<file path="src/hw/rtl/dscu_pkg.sv">
// Shared constants, types and latency figures for the degree sine/cosine unit.
`default_nettype none
package dscu_pkg;

   // Series length and pipeline depth
   localparam int SERIES_TERMS  = 10;
   localparam int REDUCE_STAGES = 8;
   localparam int TERM_STAGES   = 4;
   localparam int OUT_STAGES    = 3;

   // Angle units of 1/256 degree
   localparam logic [16:0] UNITS_90  = 17'd23040;
   localparam logic [16:0] UNITS_180 = 17'd46080;
   localparam logic [16:0] UNITS_270 = 17'd69120;
   localparam logic [16:0] UNITS_360 = 17'd92160;

   // Positive bias, a multiple of 360 degrees above the most negative angle
   localparam logic [24:0] WRAP_OFFSET = 25'd8478720;
   // floor(2^32 / 92160)
   localparam logic [15:0] WRAP_RECIP  = 16'd46603;

   // pi * 2^30 = 46080 * PI_INT + PI_FRAC
   localparam logic [16:0] PI_INT      = 17'd73204;
   localparam logic [14:0] PI_FRAC     = 15'd19106;
   localparam logic [28:0] RAD_ROUND   = 29'd23040;
   // ceil(2^26 / 45)
   localparam logic [20:0] DIV45_RECIP = 21'd1491309;

   localparam logic [31:0] ONE_Q30  = 32'h4000_0000;
   localparam logic [63:0] HALF_Q30 = 64'h2000_0000;

   // One item moving down the series pipeline
   typedef struct packed {
      logic               valid;
      logic               sin_neg;
      logic               cos_neg;
      logic [31:0]        r2;
      logic [31:0]        t;
      logic [31:0]        u;
      logic signed [33:0] s_sum;
      logic signed [33:0] c_sum;
   } lane_type;

   function automatic int latency(input int terms);
      return REDUCE_STAGES + TERM_STAGES * (terms - 1) + OUT_STAGES;
   endfunction

endpackage
`default_nettype wire

</file>
<file path="src/hw/rtl/dscu_reduce.sv">
// Angle reduction, quadrant fold, degree-to-radian scaling and squaring.
`default_nettype none
module dscu_reduce (
   input  wire logic                clock,
   input  wire logic                reset,
   input  wire logic                in_valid,
   input  wire logic signed [23:0]  angle_deg,
   output dscu_pkg::lane_type       lane_out
);

   logic [6:0]  v_ff;
   logic [24:0] u_ff, u_in;
   logic [40:0] prod_ff, prod_in;
   logic [16:0] j_ff, j_in;
   logic [24:0] diff;
   logic [8:0]  q_est;
   logic [14:0] l_ff, l_in;
   logic        sn3_ff, cn3_ff, sn_in, cn_in;
   logic        sn4_ff, cn4_ff, sn5_ff, cn5_ff, sn6_ff, cn6_ff, sn7_ff, cn7_ff;
   logic [31:0] ai4_ff, ai5_ff;
   logic [28:0] b_ff;
   logic [39:0] zm_ff;
   logic [30:0] r6_ff, r7_ff;
   logic [61:0] rr_ff;
   dscu_pkg::lane_type lane_ff, lane_in;

   // Bias into positive range and estimate the multiple of 360 degrees
   assign u_in    = {angle_deg[23], angle_deg} + dscu_pkg::WRAP_OFFSET;
   assign prod_in = 41'(u_in) * 41'(dscu_pkg::WRAP_RECIP);

   // Take remainder, correct the estimate by one subtract
   always_comb begin
      q_est = prod_ff[40:32];
      diff  = u_ff - 25'(q_est) * 25'(dscu_pkg::UNITS_360);
      if (diff >= 25'(dscu_pkg::UNITS_360)) begin
         j_in = 17'(diff - 25'(dscu_pkg::UNITS_360));
      end else begin
         j_in = diff[16:0];
      end
   end

   // Fold into the first quadrant
   always_comb begin
      if (j_ff <= dscu_pkg::UNITS_90) begin
         l_in = j_ff[14:0];
         sn_in = 1'b0; cn_in = 1'b0;
      end else if (j_ff <= dscu_pkg::UNITS_180) begin
         l_in = 15'(dscu_pkg::UNITS_180 - j_ff);
         sn_in = 1'b0; cn_in = 1'b1;
      end else if (j_ff <= dscu_pkg::UNITS_270) begin
         l_in = 15'(j_ff - dscu_pkg::UNITS_180);
         sn_in = 1'b1; cn_in = 1'b1;
      end else begin
         l_in = 15'(dscu_pkg::UNITS_360 - j_ff);
         sn_in = 1'b1; cn_in = 1'b0;
      end
   end

   // Assemble the lane after squaring
   always_comb begin
      lane_in         = '0;
      lane_in.valid   = v_ff[6];
      lane_in.sin_neg = sn7_ff;
      lane_in.cos_neg = cn7_ff;
      lane_in.r2      = 32'((rr_ff + 62'(dscu_pkg::HALF_Q30)) >> 30);
      lane_in.t       = {1'b0, r7_ff};
      lane_in.u       = dscu_pkg::ONE_Q30;
   end

   // Advance valid bits
   always_ff @(posedge clock) begin
      if (reset) begin
         v_ff <= '0;
      end else begin
         v_ff <= {v_ff[5:0], in_valid};
      end
   end

   // Advance payload
   always_ff @(posedge clock) begin
      u_ff    <= u_in;
      prod_ff <= prod_in;
      j_ff    <= j_in;
      l_ff    <= l_in;
      sn3_ff  <= sn_in;
      cn3_ff  <= cn_in;
      ai4_ff  <= 32'(l_ff) * 32'(dscu_pkg::PI_INT);
      b_ff    <= 29'(l_ff) * 29'(dscu_pkg::PI_FRAC) + dscu_pkg::RAD_ROUND;
      sn4_ff  <= sn3_ff;
      cn4_ff  <= cn3_ff;
      ai5_ff  <= ai4_ff;
      zm_ff   <= 40'(b_ff[28:10]) * 40'(dscu_pkg::DIV45_RECIP);
      sn5_ff  <= sn4_ff;
      cn5_ff  <= cn4_ff;
      r6_ff   <= 31'(ai5_ff + 32'(zm_ff[39:26]));
      sn6_ff  <= sn5_ff;
      cn6_ff  <= cn5_ff;
      rr_ff   <= 62'(r6_ff) * 62'(r6_ff);
      r7_ff   <= r6_ff;
      sn7_ff  <= sn6_ff;
      cn7_ff  <= cn6_ff;
   end

   // Hold the lane register, clearing only its valid bit on reset
   always_ff @(posedge clock) begin
      lane_ff <= lane_in;
      if (reset) begin
         lane_ff.valid <= 1'b0;
      end
   end

   assign lane_out = lane_ff;

endmodule
`default_nettype wire

</file>
<file path="config.mk">
export PLATFORM = sky130hd
export DESIGN_NAME = dscu_reduce
export DESIGN_NICKNAME = d
export VERILOG_FILES = /design/src/hw/rtl/dscu_pkg.sv /design/src/hw/rtl/dscu_reduce.sv
export SDC_FILE = /design/constraint.sdc
export NUM_CORES = 2
export LEC_CHECK = 0
export ABC_AREA = 1
export BUFFER_PORTS_ARGS = -buffer_cell sky130_fd_sc_hd__buf_4
export CORE_MARGIN = 3
export CORE_UTILIZATION = 55
export CTS_BUF_LIST = sky130_fd_sc_hd__clkbuf_2
export CTS_CLUSTER_SIZE = 20
export DETAILED_ROUTE_END_ITERATION = 6
export PLACE_DENSITY_LB_ADDON = 0.3
export SETUP_SLACK_MARGIN = 0.3
export SLEW_MARGIN = 0
export SYNTH_ARGS = -nofsm -noshare
export SYNTH_HDL_FRONTEND = slang
export SYNTH_SLANG_ARGS = --single-unit
</file>
<file path="constraint.sdc">
create_clock -name clock -period 6.7 [get_ports clock]
set_input_delay 0.335 -clock clock [delete_from_list [all_inputs] [get_ports clock]]
set_output_delay 0.335 -clock clock [all_outputs]
set_load 0.01 [all_outputs]
</file>
### Yosys cells after proc, flatten, opt, wreduce, memory -nomap -nowiden

Index checks and enable logic that the tools add are counted.

* add/subtract/negate cells: 9
* $mul: 6
* order comparisons: 4
* muxes and demuxes: 7

Operators by type and width (count)
* $add A62 B30 Y62 const B: 1
* $mul A31 B31 Y62: 1
* $mux W15: 3
* $mul A25 B16 Y41 const B: 1
* $mul A19 B21 Y40 const B: 1
* $add A31 B14 Y31: 1
* $add A29 B15 Y29 const B: 1
* $mul A15 B15 Y29 const B: 1
* $mul A15 B14 Y28 const B: 1
* $add A25 B24 Y25 const B: 1
* $ge A25 B17 Y1 const B: 1
* $sub A25 B25 Y25: 1
* $le A17 B15 Y1 const B: 1
* $le A17 B16 Y1 const B: 1
* $le A17 B17 Y1 const B: 1
* $mux W17: 1
* $sub A17 B17 Y17 const B: 1
* $sub A14 B15 Y15 const A: 1
* $sub A15 B14 Y15 const B: 1
* $sub A15 B15 Y15 const A: 1
* $mul A9 B6 Y14 const B: 1
* $mux W1: 3

* bits in registers: 432
* bits of input ports: 27
* output and inout port bits: 167

### Depth between registers and ports, before layout

* word-level depth: 4
* depth in mapped cells: 33
* mapped depth without buffers: 31

### Worst setup path before layout

OpenSTA, ideal clock, no wires.

* path kind: reg-to-reg
* start point: reg r6_ff[5]
* end point: reg rr_ff[45]
* arrival: 6.667 ns
* required time: 6.587 ns
* slack: -0.080 ns
* cell stages (with the launch flop): 31
* clock period less this slack: 6.780 ns
* path through: dfxtp_1 clkbuf_1 buf_1 nand2_1 fa_1 inv_1 fa_1 fa_1 inv_1 fa_1 inv_1 fa_1 inv_1 fa_1 inv_1 fa_1 inv_1 fa_1 inv_1 ha_1 nand2_1 nor2_1 inv_1 o21ai_0 nand2_1 nand2_1 o21bai_1 a21boi_1 or2_0 nand3_1 nand2_1

* cells in the longest elaborated chain, start to end: 1

Ends and longest elaborated chain
* start: declaration: RTL line dscu_reduce.sv:23 `logic [30:0] r6_ff, r7_ff;`
* start signal: assignment: RTL line dscu_reduce.sv:95 `r6_ff <= 31'(ai5_ff + 32'(zm_ff[39:26]));`
* $mul A31 B31 Y62: RTL line dscu_reduce.sv:98 `rr_ff <= 62'(r6_ff) * 62'(r6_ff);`
* end signal: assignment: RTL line dscu_reduce.sv:98
* end: declaration: RTL line dscu_reduce.sv:24 `logic [61:0] rr_ff;`

No other way between the ends.
A chain may end at the register's enable or synchronous reset.

### Final worst setup path

* start point: reg r6_ff[8]
* end point: reg rr_ff[58]

The elaborated chain is that of the path after synthesis.

==> run_results.csv <==
group,metric,value,unit
setup_path,cp_common_cell,"fa_1",
global_routing,globalRoute.busiestLayer,"met2",
sta,slew_viol_final,0,
finish,nNetsFinal,9644,
global_routing,met2_usage,50.9,%
sta,finalCritPeriodShare,101,%
sta,layout_setup_ws,-0.0571,ns
cts,clk_latency,1.32,ns
drt,drt_iter0_markers,2387,
yosys,avgSynthCellArea,8.63,sq um
setup_path,cp_slowest_stage_delay,0.58,ns
global_routing,met1_usage,32.1,%
floorplan,dieArea,115000,sq um
floorplan,start_util,55.8,%
finish,final_common_cell,"inv_1",
outcome,violations,"setup timing",
floorplan,io_pins,194,
setup_path,worst-endpoint-arrival,7.81,ns
setup_path,cp-end-kind,"flip-flop",
yosys,synth_xor_area_share,3.11,%
yosys,ys_ff_latch,335,
drt,dr_total_vias,46732,
drt,ant_nets,0,
yosys,synth-edff-count,0,
placement,dpl.hpwl,132000,microns
global_routing,grt_pass1_vias,51169,
global_routing,grt_max_degree,23,
yosys,yosys_warnings,0,
cts,clk_pin_slew,0.10,ns
global_routing,grt_use_total,28.1,%
cts,h-tree-depth,3,
yosys,netlist_instances,7076,
placement,place_area,65800,sq um
yosys,synth-simple-area-share,11.7,%
cts,ctsLongestPathBuffers,3,
flow_run,cap_violations,0,
setup_path,worstSetupPathType,"reg -> reg",
drt,wl_per_cell,17.3,microns
yosys,synth.cell_area,61100,sq um
sta,fmax,0.148,GHz
yosys,ys_seq_area_share,11.0,%
yosys,synthFlopType,"dfxtp_1",
drt,dr.pass1.iters,5,
drt,wirelength,159000,microns
sta,hold_viol_final,0,
global_routing,grt_pass1_wl,258000,microns
sta,tightest_slew,0.788,ns
placement,io_buffers,92,
floorplan,fp-row-count,121,
cts,cts_root_buffer,"clkbuf_2",
placement,place_congestion,0.984,
yosys,synth_mux_area_share,0,%
global_routing,grtUsageMet3,4.23,%
global_routing,antenna_found_initial,4,
cts,tritoncts,"done",
yosys,async_reset_ff_share,0,%
sta,setup_violations,9,
finish,final_cells,9194,
setup_path,cp-start-kind,"flip-flop",
sta,skew,0.190,ns
drt,drcViolationCount,0,
sta,slew_headroom,47.4,%
floorplan,die_h,339,microns
cts,cts_buffers,89,
finish,final_cell_area,70700,sq um
yosys,synth_top_family_by_area,"adder cells",
sta,rsz0062_at_grt,"yes",
drt,drt-vias-per-instance,5.08,
yosys,synth-compound-area-share,5.03,%
finish,synthToLayoutAreaGrowth,15.8,%
yosys,yosysUniqueCellTypes,62,
finish,fin_util,64.6,%
placement,placedCellCount,8891,
global_routing,grt-ovfl-total,0,
floorplan,core,109000,sq um
hold_path,hold_class,"reg -> reg",
outcome,status,"finished, violations left",
finish,drive_gt1_share,16.3,%
setup_path,cp_max_fo,8,
yosys,synthAdderAreaFrac,54.2,%
finish,mostFrequentLayoutCells,"inv_1, fa_1, nand2_1, ha_1, buf_4",
setup_path,slowest_stage,"fa_1",
cts,clock_sinks,335,
sta,finalCriticalPeriod,6.76,ns
finish,fillerInstances,8944,
setup_path,critPathRequiredTime,7.75,ns
floorplan,die_w,339,microns
[metrics by stage]
| stage | worst slack (ns) | hold slack [ns] | setup TNS (ns) |
|---|---|---|---|
| 3_3_place_gp | -0.259 | 0.310 | -3.26 |
| 6_report | -0.0571 | 0.223 | -0.289 |
| 2_1_floorplan | 0.299 | 0.310 | 0 |
| 3_5_place_dp | -0.342 | 0.312 | -6.14 |
| 4_1_cts | 0.00630 | 0.143 | 0 |
| 5_1_grt | -0.210 | 0.174 | -4.01 |
[sequential cells by signal, indices dropped and copies added (netlist names), 10 cells and up]
| signal | count |
|---|---|
| ai4_ff | 29 |
| ai5_ff | 29 |
| b_ff | 19 |
| j_ff | 17 |
| l_ff | 15 |
| lane_out | 66 |
| prod_ff | 10 |
| r6_ff | 31 |
| r7_ff | 30 |
| rr_ff | 34 |
| u_ff | 24 |
| zm_ff | 14 |
[synth_stat cells, types with 26 or more instances]
cell      count  share of area (%)
inv_1      2122                 13
fa_1       1139                 37
nand2_1    1077                6.6
ha_1        824                 17
dfxtp_1     335                 11
nor2_1      298                1.8
a21oi_1     234                1.9
xor2_1      145                2.1
nand3_1     130                1.1
o21ai_0     121               0.99
buf_4       101                1.2
clkbuf_1     84               0.52
xnor2_1      70                1.0
nand4_1      50               0.51
nor3_1       39               0.32
a21o_1       34               0.42
a31oi_1      30               0.31
o21bai_1     26               0.32
[worst paths after layout]
path | startpoint | to | slack (ns) | depth (start not counted)
min reg2reg | r7_ff[16]$_DFF_P_ | lane_out[116]$_DFF_P_ | 0.22 | 0
min | r7_ff[16]$_DFF_P_ | lane_out[116]$_DFF_P_ | 0.22 | 0
max reg2reg | r6_ff[8]$_DFF_P_ | rr_ff[58]$_DFF_P_ | -0.06 | 25
max | r6_ff[8]$_DFF_P_ | rr_ff[58]$_DFF_P_ | -0.06 | 25
[kinds of logic after synthesis]
| group | Yosys count |
|---|---|
| XOR/XNOR | 216 |
| AO/OA/AOI/OAI | 529 |
| AND/OR/NAND/NOR | 1701 |
| buffers and inverters | 2330 |
| adder cells (fa/ha/maj) | 1963 |
| flip-flops | 335 |
| other | 2 |
[critical path: cells and delay by family, from the launching register on]
family,cells,cell delay (ns)
flops,1,0.45
compound gates,1,0.07
xor+xnor,1,0.21
buf+inv,7,0.55
simple gates,7,0.78
fa+ha+maj,9,4.43
[final cells by class]
class                      instances  area [sq um]  area share [%]
inverter                        2133          8020            11.3
antenna                            5          12.5          0.0177
sequential                       335          6780            9.59
multi-input combinational       4510         47700            67.4
clock inverter                    36           283           0.400
tap                             1476          1850            2.61
clock buffer                     114           571           0.807
timing repair buffer             585          5530            7.81
[routing by layer]
metal / up-vias / share of wire (%)
met4: 2 / 6.2
met5: - / 0.0069
li1: 21953 / -
met3: 542 / 5.3
met1: 22733 / 38
met2: 1502 / 51
[what timing repair did]
item                       in CTS  in global routing
pin swaps                     160                171
hold endpoints to repair       34                  0
setup endpoints to repair      33                 41
hold buffers                   49                  0
gates cloned                    9                  2
gates resized for setup       494                261
setup buffers                  56                 32
Power is not shown: default switching activity piles up to over one toggle a cycle in this logic, so the estimate is an artifact.
